## config.mk

```make
export PLATFORM = sky130hd
export DESIGN_NAME = evpp_div
export DESIGN_NICKNAME = d
export VERILOG_FILES = /design/src/sv/assert_macros.svh /design/src/sv/evpp_pkg.sv /design/src/sv/evpp_div.sv
export SDC_FILE = /design/constraint.sdc
export NUM_CORES = 1
export LEC_CHECK = 0
export ABC_AREA = 1
export CAP_MARGIN = 20
export CORE_MARGIN = 4
export CORE_UTILIZATION = 50
export CTS_BUF_LIST = sky130_fd_sc_hd__clkbuf_4 sky130_fd_sc_hd__clkbuf_8
export CTS_CLUSTER_SIZE = 16
export DETAILED_ROUTE_END_ITERATION = 10
export DONT_BUFFER_PORTS = 1
export GPL_ROUTABILITY_DRIVEN = 0
export PLACE_DENSITY = 0.75
export SYNTH_ARGS = -nofsm -noshare
export SYNTH_HDL_FRONTEND = slang
export SYNTH_SLANG_ARGS = --single-unit
```

## constraint.sdc

```tcl
create_clock -name clk -period 2.3 [get_ports clk]
set_clock_uncertainty 0.1 [all_clocks]
set_input_delay 0.345 -clock clk [delete_from_list [all_inputs] [get_ports clk]]
set_output_delay 0.345 -clock clk [all_outputs]
set_load 0.05 [all_outputs]
```

## src/sv/assert_macros.svh

```systemverilog
// Assertion helpers, clocked on clk with arst_n as the disable
`ifndef ASSERT_MACROS_SVH
`define ASSERT_MACROS_SVH

// condition holds at every edge out of reset
`define EVPP_ASSERT_ALWAYS(label, cond, msg) \
	label: assert property (@(posedge clk) disable iff (!arst_n) (cond)) else $error(msg);

// antecedent implies consequent in the same cycle
`define EVPP_ASSERT_IMPL(label, ante, cons, msg) \
	label: assert property (@(posedge clk) disable iff (!arst_n) (ante) |-> (cons)) \
		else $error(msg);

// antecedent implies consequent in the next cycle
`define EVPP_ASSERT_NEXT(label, ante, cons, msg) \
	label: assert property (@(posedge clk) disable iff (!arst_n) (ante) |=> (cons)) \
		else $error(msg);

`endif

```

## src/sv/evpp_pkg.sv

```systemverilog
package evpp_pkg;

	localparam int unsigned TABLE_SIZE_DEF = 1024;

	localparam int unsigned CMD_W  = 2;
	localparam int unsigned SLOT_W = 10;
	localparam int unsigned STAT_W = 32;
	localparam int unsigned CNT_W  = 11;
	localparam int unsigned PV_W   = 17;
	localparam int unsigned CIDX_W = 2;

	localparam logic [CMD_W-1:0] CMD_UPDATE = 2'd0;
	localparam logic [CMD_W-1:0] CMD_QUERY  = 2'd1;
	localparam logic [CMD_W-1:0] CMD_CLEAR  = 2'd2;

	localparam logic [CIDX_W-1:0] REG_TAIL_MODE    = 2'd0;
	localparam logic [CIDX_W-1:0] REG_ACTIVE_COUNT = 2'd1;
	localparam logic [CIDX_W-1:0] REG_INIT_VALUE   = 2'd2;

	localparam logic [CNT_W-1:0] ACTIVE_COUNT_RST = 11'd1024;

	typedef enum logic [2:0] {
		ST_IDLE,
		ST_UPD,
		ST_SCAN,
		ST_DIV,
		ST_RESP
	} state_t;

	typedef struct packed {
		logic             start;
		logic [CNT_W:0]   num;
		logic [CNT_W-1:0] den;
	} div_req_t;

	typedef struct packed {
		logic            done;
		logic [PV_W-1:0] quot;
	} div_rsp_t;

	// a more extreme than b: greater in upper tail, smaller in lower tail
	function automatic logic more_extreme(input logic tail, input logic [STAT_W-1:0] a,
			input logic [STAT_W-1:0] b);
		logic res;
		if (tail) begin
			res = $signed(a) < $signed(b);
		end else begin
			res = $signed(a) > $signed(b);
		end
		return res;
	endfunction

endpackage

```

## src/sv/evpp_div.sv

```systemverilog
module evpp_div (
	input  logic                clk,
	input  logic                arst_n,
	input  evpp_pkg::div_req_t  req,
	output evpp_pkg::div_rsp_t  rsp
);
	import evpp_pkg::*;

	localparam int unsigned STEP_W = $clog2(PV_W);

	logic              busy_q;
	logic              done_q;
	logic [STEP_W-1:0] step_q;
	logic [CNT_W:0]    rem_q;
	logic [CNT_W-1:0]  den_q;
	logic [PV_W-1:0]   quot_q;

	logic              ge;
	logic [CNT_W:0]    diff;
	logic [CNT_W:0]    rem_sel;

	// restoring step; remainder stays below the divisor so the shift fits
	always_comb begin
		diff    = rem_q - {1'b0, den_q};
		ge      = rem_q >= {1'b0, den_q};
		rem_sel = ge ? diff : rem_q;
	end

	always_ff @(posedge clk or negedge arst_n) begin
		if (!arst_n) begin
			busy_q <= 1'b0;
			done_q <= 1'b0;
			step_q <= '0;
		end else begin
			done_q <= busy_q && (step_q == '0);
			if (req.start) begin
				busy_q <= 1'b1;
				step_q <= STEP_W'(PV_W - 1);
			end else if (busy_q) begin
				step_q <= step_q - 1'b1;
				if (step_q == '0) begin
					busy_q <= 1'b0;
				end
			end
		end
	end

	always_ff @(posedge clk) begin
		if (req.start) begin
			rem_q <= req.num;
			den_q <= req.den;
		end else if (busy_q) begin
			rem_q  <= {rem_sel[CNT_W-1:0], 1'b0};
			quot_q <= {quot_q[PV_W-2:0], ge};
		end
	end

	assign rsp.done = done_q;
	assign rsp.quot = quot_q;

endmodule

```

; After elaboration in Yosys (flattened, before gate mapping)
; Index checks and enable logic that the tools add are counted.
[classes]
n_div = 0
mul = 0
bitwise = 1
order_cmp = 1
addsub = 2
eq_ne = 0
shifts = 0
mux = 8
n_reduce_logical = 4
[ops]
columns = operator, count
row1 = $mux W12, 2
row2 = $ge A12 B11 Y1, 1
row3 = $mux W11, 1
row4 = $sub A11 B11 Y11, 1
row5 = $mux W5, 2
row6 = $logic_not A5 Y1, 1
row7 = $sub A5 B1 Y5 const B, 1
row8 = $mux W1, 3
row9 = $reduce_and A2 Y1, 1
row10 = $reduce_bool A2 Y1, 1
row11 = $logic_and A1 B1 Y1, 1
row12 = $not A1 Y1, 1
[word_totals]
ramBits = 0
n_memories = 0
latch_bits = 0
rom_bits = 0
out_inout_bits = 18
register_bits = 47

; Depth between registers and ports, before layout
; Gate-level depths: netlist of run 1.
[logic_depth]
depth_word = 4
mapped_depth = 15

; Worst setup path after synthesis of run 1
; No wires, ideal clock.
[synth_timing]
path_kind = register to register
from = register rem_q[0]
to = register rem_q[8], data pin
n_path_buf = 1
path_slack_ns = 0.237
path_stages_with_launch = 15
arrival_time_ns = 1.709
synth_period_minus_slack_ns = 2.063
cell_sequence = edfxtp_1 -> inv_1 -> ha_1 -> fa_1 -> inv_2 -> nand2_1 -> nand2_1 -> nand2_1 -> nand2_2 -> nand2_4 -> nand3_4 -> buf_8 -> nand3_2 -> nand3_1 -> nand2_1
[synth_via]
elab_chain_cells = 4
word_cells_on_any_way = 5
cone_classes = add/sub: 1 / order compare: 1 / mux: 3
[synth_lines]
columns = element, line
row1 = start: declaration, evpp_div.sv:14  ; logic [CNT_W:0] rem_q;
row2 = start signal: assignment, evpp_div.sv:50  ; rem_q <= req.num;
row3 = start signal: assignment, evpp_div.sv:53  ; rem_q <= {rem_sel[CNT_W-1:0], 1'b0};
row4 = $ge A12 B11 Y1, evpp_div.sv:25  ; ge = rem_q >= {1'b0, den_q};
row5 = named net ge, evpp_div.sv:18  ; logic ge;
row6 = $mux W11, evpp_div.sv:26  ; rem_sel = ge ? diff : rem_q;
row7 = $mux W12, evpp_div.sv:52  ; end else if (busy_q) begin
row8 = $mux W12, evpp_div.sv:49  ; if (req.start) begin
; The timed path passes the listed nets, and every way through them passes these cells. The select of a mux whose other input is x is not followed.
; A chain may end at the register's enable or synchronous reset.

; Worst setup path in the final report of run 1
[layout_timing]
from = register rem_q[0]
to = register rem_q[10], data pin
[layout_via]
elab_chain_cells = 4
word_cells_on_any_way = 5
cone_classes = add/sub: 1 / order compare: 1 / mux: 3
[layout_lines]
columns = element, line
row1 = $sub A11 B11 Y11 / $ge A12 B11 Y1 (equally long branches), "evpp_div.sv:24, evpp_div.sv:25"
row2 = $mux W11 (*), evpp_div.sv:26
row3 = $mux W12 (*), evpp_div.sv:52
row4 = $mux W12 (*), evpp_div.sv:49
; Mark *: on every way between the ends. The rest lies on a longest branch, timed or not. The select of a mux whose other input is x is not followed.

==> impl_metrics.csv, run 1 <==
group,metric,value,unit
timing,post-route-period-util,95.70,%
critical_path,crit_family,"simple AND/OR/NAND/NOR gates",
critical_path,worstPathArrival,2180,ps
timing,hold_ws,26.65,ps
timing,period_minus_slack,2201,ps
finish,most-common-layout-cells,"81 x nand2_1, 55 x inv_1, 40 x edfxtp_1, 21 x nand3_1, 14 x nand4_1",
critical_path,timing.critical_path.buf_inv,4,
floorplanning,die_y,80.91,microns
critical_path,critPathLaunch,"rem_q[0]$_SDFFCE_PN0P_",
critical_path,slowest_stage,"edfxtp_1",
timing,maxSlewHeadroom,56.62,%
place,post-place-ws,24.57,ps
critical_path,path_common_cell,"nand2_1",
finish,final_nets,339,
synthesis,syn-num-nets,332,
place,io_buffers,0,
cts,htree_levels,2,
timing,setup_tns,0,ps
critical_path,worst_setup_path_start_kind,"flop",
synthesis,syn_area,0.002658,sq mm
finish,n_antenna_cell,0,
synthesis,seq_area_frac_synth,51.79,%
floorplanning,core,0.005140,sq mm
run,drv_cap,0,
worst_hold_path,hp-class,"input port to flop",
grt,grt_start_max_net_pins,27,
floorplanning,die_w,80.91,microns
grt,first_global_vias,1938,
grt,grtUsageMet1,20.04,%
detailed_routing,drt_iter0_drc,128,
synthesis,synth_cell_type_count,31,
critical_path,crit_type,"flop to flop",
floorplanning,dieArea,0.006546,sq mm
critical_path,critical_path_depth,15,
grt,busiest_layer,"met2",
run_status,status,"completed",
critical_path,required,2270,ps
detailed_routing,vias,1950,
timing,tightest_slew,649.1,ps
critical_path,crit_path_cell_trace,"inv_1 > ha_2 > fa_2 > inv_2 > nand2_1 > nand2_1 > nand2_2 > nand2_2 > nand2_4 > buf_6 > nand4_2 > nand2_1 > inv_1 > nand2_1 > nand2_1",
cts,clk_path_buf_depth,2,
place,dp.cells,357,
floorplanning,io_pins,44,
synthesis,syn-mean-instance-area,9.101,sq um
timing,fmax,454.3,MHz
grt,grtUsageMet2,28.33,%
grt,grt_first_pass_wirelength,8514,microns
finish,drive_gt1_share,13.00,%
timing,drv_slew,0,
place,place_hpwl,3707,microns
critical_path,path_max_fanout,7,
synthesis,yosys_warnings,0,
grt,gr-usage-met3,5.100,%
finish,area_growth_syn_to_layout,7.062,%
finish,final_common_cell,"nand2_1",
synthesis,synth_seq_cells,47,
cts,cts_tree,"done",
detailed_routing,drt-pass1-iter-count,4,
cts,clock_sink_count,47,
grt,grt_overflow_total,0,
critical_path,end_kind,"flop",
grt,antenna_found_initial,0,
critical_path,r2r_cells,15,
floorplanning,rows,26,
grt,grt_usage,16.93,%
critical_path,rr_startpoint,"rem_q[0]$_SDFFCE_PN0P_",
finish,instances_no_fill,370,
pwr,cellPowerDensity,1270,mW/mm^2
detailed_routing,ant_nets,0,
detailed_routing,drt-vias-per-instance,5.270,
timing,setup_viol,0,
worst_hold_path,worstHoldStart,"req[7]",
critical_path,critPathMaxStageDelay,370,ps
timing,setup_slack,98.97,ps
cts,clk_pin_slew_worst_paths,100,ps
detailed_routing,drt-total-wl,5174,microns
pwr,ir_drop,0.7607,mV
cts,insertion_delay,310,ps
detailed_routing,drc,0,
worst_hold_path,holdPathStages,0,
detailed_routing,wire_per_inst,13.98,microns
pwr,p_leak,1.394,nW
cts,cts-buffers-inserted,5,
cts,clock-root-buffer,"clkbuf_8",
floorplanning,start_util,51.70,%
timing,finalHoldViolCount,0,
synthesis,syn_inst,292,
[worst reg2reg max path, cell delays in order (launching register included)]
cell and delay, ps:
edfxtp_1 370, inv_1 90, ha_2 210, fa_2 240, inv_2 50, nand2_1 60
nand2_1 90, nand2_2 90, nand2_2 70, nand2_4 130, buf_6 150, nand4_2 70
nand2_1 90, inv_1 60, nand2_1 60, nand2_1 50
[state kept, by name, indices dropped and copies added (netlist names)]
register  flops
busy_q        1
den_q        11
done_q        1
quot_q       17
rem_q        12
step_q        5
[metal layers]
layer | share of wire [%] | routed length (microns)
met5 | 0 | 0
met4 | 1.8 | 94
met3 | 6.4 | 330
met2 | 51 | 2661
met1 | 40 | 2087
[synthesized netlist by cell type]
cell / number / area, sq um
nand2_4: 1 / 11.26
inv_1: 55 / 206.5
a21oi_4: 1 / 16.27
o21ai_1: 1 / 5.000
clkinv_1: 1 / 3.750
nand3_2: 4 / 40.04
buf_4: 1 / 7.510
ha_1: 13 / 162.7
nand3_1: 21 / 105.1
dfrtp_1: 7 / 175.2
nand4_2: 1 / 12.51
buf_6: 3 / 33.78
nand3_4: 1 / 17.52
nand3b_1: 1 / 7.510
nand4_1: 14 / 87.58
edfxtp_1: 40 / 1201
xor2_1: 3 / 26.28
a21oi_1: 6 / 30.03
nand2_1: 82 / 307.8
clkbuf_1: 1 / 3.750
o22ai_1: 1 / 6.260
o21ai_0: 4 / 20.02
buf_8: 1 / 15.01
buf_1: 1 / 3.750
nor2_2: 1 / 6.260
inv_2: 5 / 18.77
nand2_2: 7 / 43.79
fa_1: 1 / 20.02
nor2_4: 1 / 11.26
nor2_1: 12 / 45.04
or2_1: 1 / 6.260
[final timing paths]
check	to	slack [ps]
max	rem_q[10]$_DFFE_PP_	100
min	den_q[7]$_DFFE_PP_	30
max reg2reg	rem_q[10]$_DFFE_PP_	100
min reg2reg	step_q[4]$_DFFE_PN0P_	390
max in group asynchronous	busy_q$_DFF_PN0_	1600
min in group asynchronous	step_q[2]$_DFFE_PN0P_	260
[power breakdown]
part | switching [mW] | internal, mW | total, mW
logic | 1.01 | 0.564 | 1.57
registers | 0.312 | 1.20 | 1.51
clock network | 0.303 | 0.226 | 0.529
total | 1.62 | 1.99 | 3.61
[through the flow]
step                      total power, mW  cell area (sq um)  util [%]
after floorplan                     2.820               2658         -
after global placement              2.997               2696     52.46
after CTS                           3.588               2801     54.50
after global routing                3.925               2845     55.36
final                               3.613               2845     55.36
after detailed placement            3.050               2696     52.46
[cell families (layout without fill, tap and decap cells)]
kind of cell,count (synthesis),after routing,share of synthesized area (%)
simple gates,147,148,26.41
flops,47,47,51.79
compound gates,13,13,2.919
fa+ha+maj,14,14,6.874
buf+inv,68,75,11.02
xor+xnor,3,3,0.9889
[timing repair]
action | CTS | global route
setup buffers | 0 | 3
hold buffers | 1 | 0
setup endpoints to repair | 0 | 11
resized for setup | 0 | 4
hold endpoints to repair | 7 | 0
[final cells by class]
| cell class | count | area (sq um) |
|---|---|---|
| fill | 465 | 2295 |
| clock buffer | 5 | 68.82 |
| clock inverter | 3 | 26.28 |
| tap | 70 | 87.58 |
| inverter | 61 | 229.0 |
| timing repair buffer | 6 | 51.30 |
| sequential | 47 | 1376 |
| multi-input combinational | 178 | 1006 |
(Power assumes the default switching activity.)
==> run 2: changes to the inputs <==
Settings changed: PLACE_DENSITY 0.75 to 0.78.
Clock period 2.3 ns to 1.9 ns, I/O delays scaled along.
==> impl_metrics.csv, run 2 (synthesis gave the netlist of run 1 again) <==
group,metric,value,unit
critical_path,path_common_cell,"nand2_2",
pwr,p_leak,1.592,nW
finish,reg_top3,"quot_q: 17 flops, rem_q: 12 flops, den_q: 11 flops",
grt,first_global_vias,2161,
place,place_hpwl,4079,microns
timing,tightest_slew,730.2,ps
cts,clock-root-buffer,"clkbuf_8",
grt,grt_first_pass_wirelength,10090,microns
timing,post-route-period-util,108.5,%
floorplanning,core,0.005140,sq mm
run,drv_cap,0,
run_status,status,"finished with violations",
floorplanning,rows,26,
critical_path,required,1870,ps
detailed_routing,top_layer,"met4",
floorplanning,io_pins,44,
timing,period_minus_slack,2061,ps
critical_path,worst_setup_path_start_kind,"flop",
detailed_routing,wire_per_inst,14.67,microns
finish,most-common-layout-cells,"76 x nand2_1, 54 x inv_1, 40 x edfxtp_1, 31 x buf_4",
critical_path,end_kind,"flop",
grt,antenna_found_initial,0,
pwr,p_seq_share,36.7,%
pwr,combPwrFrac,50.6,%
detailed_routing,drt-vias-per-instance,5.225,
grt,grt_overflow_total,0,
cts,cts_tree,"done",
detailed_routing,drc,0,
pwr,internal_power,2.836,mW
timing,finalHoldViolCount,0,
timing,rsz0062_at_grt,"yes",
detailed_routing,ant_nets,0,
detailed_routing,dr_wl_met2,3128,microns
grt,grt_usage,20.13,%
finish,largest_reg_flops,17,
cts,insertion_delay,300,ps
place,dp.cells,385,
pwr,clock_power_share,12.7,%
timing,setup_slack,-161.1,ps
finish,final_common_cell,"nand2_1",
grt,grt_start_max_net_pins,20,
detailed_routing,drt-pass1-iter-count,5,
critical_path,crit_type,"flop to flop",
finish,fin_util,63.66,%
critical_path,worstPathArrival,2030,ps
place,placed_cell_area,0.002914,sq mm
cts,clk_path_buf_depth,2,
cts,cts-buffers-inserted,5,
pwr,switchingPower,2.206,mW
worst_hold_path,hp-class,"input port to flop",
timing,maxSlewHeadroom,51.16,%
pwr,fin_total_pwr,5.042,mW
finish,final_nets,378,
finish,n_antenna_cell,0,
cts,clock_sink_count,47,
floorplanning,die_y,80.91,microns
timing,drv_slew,0,
finish,drive_gt1_share,24.78,%
pwr,cellPowerDensity,1541,mW/mm^2
finish,fin_area,0.003272,sq mm
finish,area_growth_syn_to_layout,23.12,%
detailed_routing,vias,2137,
detailed_routing,wl_met1,2433,microns
finish,top_register,"quot_q",
timing,setup_viol,12,
finish,instances_no_fill,409,
pwr,ir_drop,0.8814,mV
critical_path,path_max_fanout,2,
critical_path,slowest_stage,"edfxtp_1",
run_status,violations,"negative setup slack",
critical_path,critPathMaxStageDelay,420,ps
floorplanning,die_w,80.91,microns
floorplanning,dieArea,0.006546,sq mm
timing,fmax,485.2,MHz
detailed_routing,drt_iter0_drc,133,
floorplanning,start_util,51.70,%
cts,htree_levels,2,
cts,clk_pin_slew_worst_paths,90,ps
pwr,swShare,43.75,%
critical_path,crit_path_cell_trace,"ha_4 > fa_2 > inv_2 > nand2_2 > nand2_2 > nand2_2 > buf_4 > xor2_1 > nand2_1 > nand3_2 > nand2_1",
detailed_routing,drt-total-wl,6001,microns
detailed_routing,wl_met3,300,microns
timing,hold_ws,8.127,ps
place,io_buffers,0,
## run 2: changes by cell type in the layout (fill, tap and decap cells not counted), sizes merged
cell         delta
inv             -1
dlygate4sd3    +12
clkinvlp        +1
buf            +27
## run 2: layout make-up
| class | count | area [sq um] |
|---|---|---|
| inverters | 61 | 229.0 |
| flip-flops and latches | 47 | 1376 |
| clock buffers | 5 | 68.82 |
| repair buffers | 45 | 374.1 |
| multi-input cells | 178 | 1109 |
| well taps | 70 | 87.58 |
| clock inverters | 3 | 27.53 |
| fillers | 410 | 1868 |
## run 2: per-layer routing
layer  global-route usage (%)  vias to the layer above
met2                    35.39                       71
met5                        0                        -
met3                    2.882                       12
met4                    7.432                        0
met1                    25.11                     1020
li1                         -                     1034
## run 2: worst max-delay path: cells and delay by family, from the launching register on
| kind | cells | cell delay, ps |
|---|---|---|
| adders and majority gates | 2 | 540 |
| and+or+nand+nor | 6 | 400 |
| DFF | 1 | 420 |
| buffers and inverters | 2 | 200 |
| xor gates and xnor gates | 1 | 170 |
## run 2: power by group through the flow
| stage | Combinational (mW) | Clock [mW] | Sequential (mW) |
|---|---|---|---|
| 6_report | 2.55 | 0.641 | 1.85 |
| 5_1_grt | 2.85 | 0.691 | 1.89 |
| 4_1_cts | 2.39 | 0.643 | 1.84 |
| 3_5_place_dp | 2.23 | 0 | 1.86 |
| 3_3_place_gp | 2.16 | 0 | 1.84 |
| 2_1_floorplan | 1.63 | 0 | 1.79 |
## run 2: timing repair
| action | CTS | global route |
|---|---|---|
| endpoints found under the hold margin | 29 | 0 |
| hold buffers | 13 | 0 |
| endpoints found under the setup margin | 12 | 12 |
| pin swaps | 1 | 6 |
| setup buffers | 2 | 0 |
| gates cloned | 1 | 0 |
| resized for setup | 8 | 14 |
## run 2: final timing paths
kind | from | to | slack, ps | cells past startpoint
min in group asynchronous | arst_n | step_q[3]$_DFFE_PN0P_ | 210 | 1
setup reg to reg | den_q[0]$_DFFE_PP_ | rem_q[5]$_DFFE_PP_ | -160 | 11
hold reg to reg | step_q[4]$_DFFE_PN0P_ | step_q[4]$_DFFE_PN0P_ | 410 | 1
hold / removal | req[23] | step_q[4]$_DFFE_PN0P_ | 8 | 2
max in group asynchronous | arst_n | busy_q$_DFF_PN0_ | 1250 | 1
setup / recovery | den_q[0]$_DFFE_PP_ | rem_q[5]$_DFFE_PP_ | -160 | 11
## run 2: through the flow
| stage | TNS, ps | setup WS, ps |
|---|---|---|
| 3_5_place_dp | -1526 | -149.9 |
| 3_3_place_gp | -709.8 | -86.90 |
| 5_1_grt | -2359 | -253.0 |
| 6_report | -1302 | -161.1 |
| 4_1_cts | -1493 | -160.2 |
| 2_1_floorplan | -526.7 | -62.39 |
==> run 3: changes to the inputs <==
--- a/config.mk
+++ b/config.mk
@@ -14,5 +14,4 @@
 export DETAILED_ROUTE_END_ITERATION = 10
 export DONT_BUFFER_PORTS = 1
-export GPL_ROUTABILITY_DRIVEN = 0
 export PLACE_DENSITY = 0.78
 export SYNTH_ARGS = -nofsm -noshare
==> constraint.sdc (replaced) <==
create_clock -name clk -period 1.9 [get_ports clk]
set_clock_uncertainty 0.1 [all_clocks]
set_input_delay 0 -clock clk [delete_from_list [all_inputs] [get_ports clk]]
set_output_delay 0 -clock clk [all_outputs]
set_load 0.05 [all_outputs]
==> impl_metrics.csv, run 3 (synthesis gave the netlist of run 1 again) <==
group,metric,value,unit
detailed_routing,drt-vias-per-instance,5.590,
critical_path,path_max_fanout,2,
grt,grt_start_max_net_pins,27,
worst_hold_path,worstHoldStart,"req[23]",
grt,grt_first_pass_wirelength,10670,microns
timing,hold_ws,6.492,ps
critical_path,crit_type,"flop to flop",
detailed_routing,drt-pass1-iter-count,5,
floorplanning,start_util,51.70,%
cts,cts_tree,"done",
detailed_routing,drt_iter0_drc,234,
critical_path,r2r_cells,11,
timing,setup_tns,-2374,ps
timing,tightest_slew,685.7,ps
detailed_routing,vias,2426,
critical_path,worstPathArrival,2130,ps
critical_path,required,1870,ps
timing,drv_slew,0,
pwr,p_leak,1.698,nW
cts,insertion_delay,320,ps
cts,htree_levels,2,
detailed_routing,drt-total-wl,7672,microns
timing,setup_viol,12,
detailed_routing,wire_per_inst,17.68,microns
worst_hold_path,hp-class,"input port to flop",
run,drv_cap,0,
floorplanning,dieArea,0.006546,sq mm
worst_hold_path,hold_path_end,"step_q[1]$_DFFE_PN0P_",
floorplanning,rows,26,
timing,period_minus_slack,2161,ps
run_status,violations,"negative setup slack",
finish,fin_area,0.003530,sq mm
critical_path,rr_startpoint,"den_q[0]$_DFFE_PP_",
grt,antenna_found_initial,0,
cts,clk_path_buf_depth,2,
finish,final_common_cell,"nand2_1",
cts,cts-buffers-inserted,5,
finish,most-common-layout-cells,"77 x nand2_1, 54 x inv_1, 40 x edfxtp_1, 34 x dlygate4sd3_1, 34 x buf_4",
critical_path,timing.rr.end,"rem_q[9]$_DFFE_PP_",
grt,grt_overflow_total,0,
timing,rsz0062_at_grt,"yes",
finish,area_growth_syn_to_layout,32.82,%
detailed_routing,drc,0,
cts,clock-root-buffer,"clkbuf_8",
critical_path,critPathLaunch,"den_q[0]$_DFFE_PP_",
timing,maxSlewHeadroom,54.13,%
floorplanning,core,0.005140,sq mm
finish,top_register,"quot_q",
timing,setup_slack,-261.2,ps
place,gp_congestion,0.9430,
grt,first_global_vias,2295,
place,place_hpwl,4129,microns
floorplanning,die_y,80.91,microns
pwr,cellPowerDensity,1534,mW/mm^2
place,placed_cell_area,0.002899,sq mm
grt,grt_usage,21.49,%
critical_path,worst_setup_path_start_kind,"flop",
run_status,status,"finished with violations",
worst_hold_path,holdPathStages,4,
cts,clock_sink_count,47,
critical_path,r2r_slack,-260,ps
floorplanning,die_w,80.91,microns
finish,final_nets,403,
pwr,ir_drop,0.9489,mV
finish,reg_top3,"quot_q: 17 flops, rem_q: 12 flops, den_q: 11 flops",
timing,post-route-period-util,113.7,%
cts,clk_pin_slew_worst_paths,110,ps
detailed_routing,ant_nets,0,
timing,finalHoldViolCount,0,
critical_path,end_kind,"flop",
finish,drive_gt1_share,23.90,%
finish,n_antenna_cell,0,
finish,largest_reg_flops,17,
floorplanning,io_pins,44,
timing,fmax,462.7,MHz
place,io_buffers,0,
[run 3: layout make-up]
| type | instances | area, sq um |
|---|---|---|
| clock buffers | 5 | 68.82 |
| flip-flops and latches | 47 | 1376 |
| well taps | 70 | 87.58 |
| clock inverters | 3 | 28.78 |
| repair buffers | 70 | 618.1 |
| inverters | 61 | 229.0 |
| multi-input cells | 178 | 1121 |
| fillers | 357 | 1610 |
[run 3: worst max-delay path by stage]
stage	endpoint	slack (ps)
floorplan	rem_q[8]$_DFFE_PP_	-60
global placement	rem_q[10]$_DFFE_PP_	-80
detailed placement	rem_q[10]$_DFFE_PP_	-160
CTS	rem_q[11]$_DFFE_PP_	-130
global route	rem_q[9]$_DFFE_PP_	-330
finish	rem_q[9]$_DFFE_PP_	-260
[run 3: metal layers]
layer | vias to the layer above | GRT usage, % | part of all wire [%] | routed length [microns]
met3 | 48 | 4.435 | 7.8 | 602
met2 | 154 | 38.67 | 51 | 3907
met5 | - | 0 | 0 | 0
met1 | 1144 | 24.91 | 35 | 2723
li1 | 1080 | - | - | -
met4 | 0 | 8.446 | 5.7 | 439
[run 3: power breakdown]
group	total (mW)	switching (mW)	leakage, nW	internal (mW)
clock network	0.669	0.391	0.0511	0.278
logic	2.88	1.66	1.16	1.22
registers	1.87	0.410	0.486	1.46
[run 3: timing repair]
action | in CTS | in global routing
hold endpoints to repair | 45 | 12
endpoints found under the setup margin | 12 | 12
resized for setup | 8 | 14
gates cloned | 1 | 0
setup buffers | 3 | 6
hold buffers | 32 | 2
pin swaps | 2 | 7
[run 3: worst max-delay path: stages (launching register included)]
cell and delay (ps):
edfxtp_1 430, ha_4 190, fa_2 370, inv_2 80
nand2_2 50, nand2_2 70, buf_4 100, nand3_1 120
nand3_1 190, nand3_2 100, nand3_2 60, nand2_1 50
[run 3: metrics by stage]
| stage | utilization (%) | total power [mW] | instances | setup WS (ps) |
|---|---|---|---|---|
| 4_1_cts | 65.97 | 4.941 | 427 | -125.1 |
| 2_1_floorplan | - | 3.424 | 292 | -62.39 |
| 3_5_place_dp | 56.40 | 4.087 | 383 | -157.8 |
| 6_report | 68.67 | 5.416 | 434 | -261.2 |
| 5_1_grt | 68.67 | 5.742 | 434 | -332.9 |
| 3_3_place_gp | 56.40 | 3.994 | 383 | -84.15 |
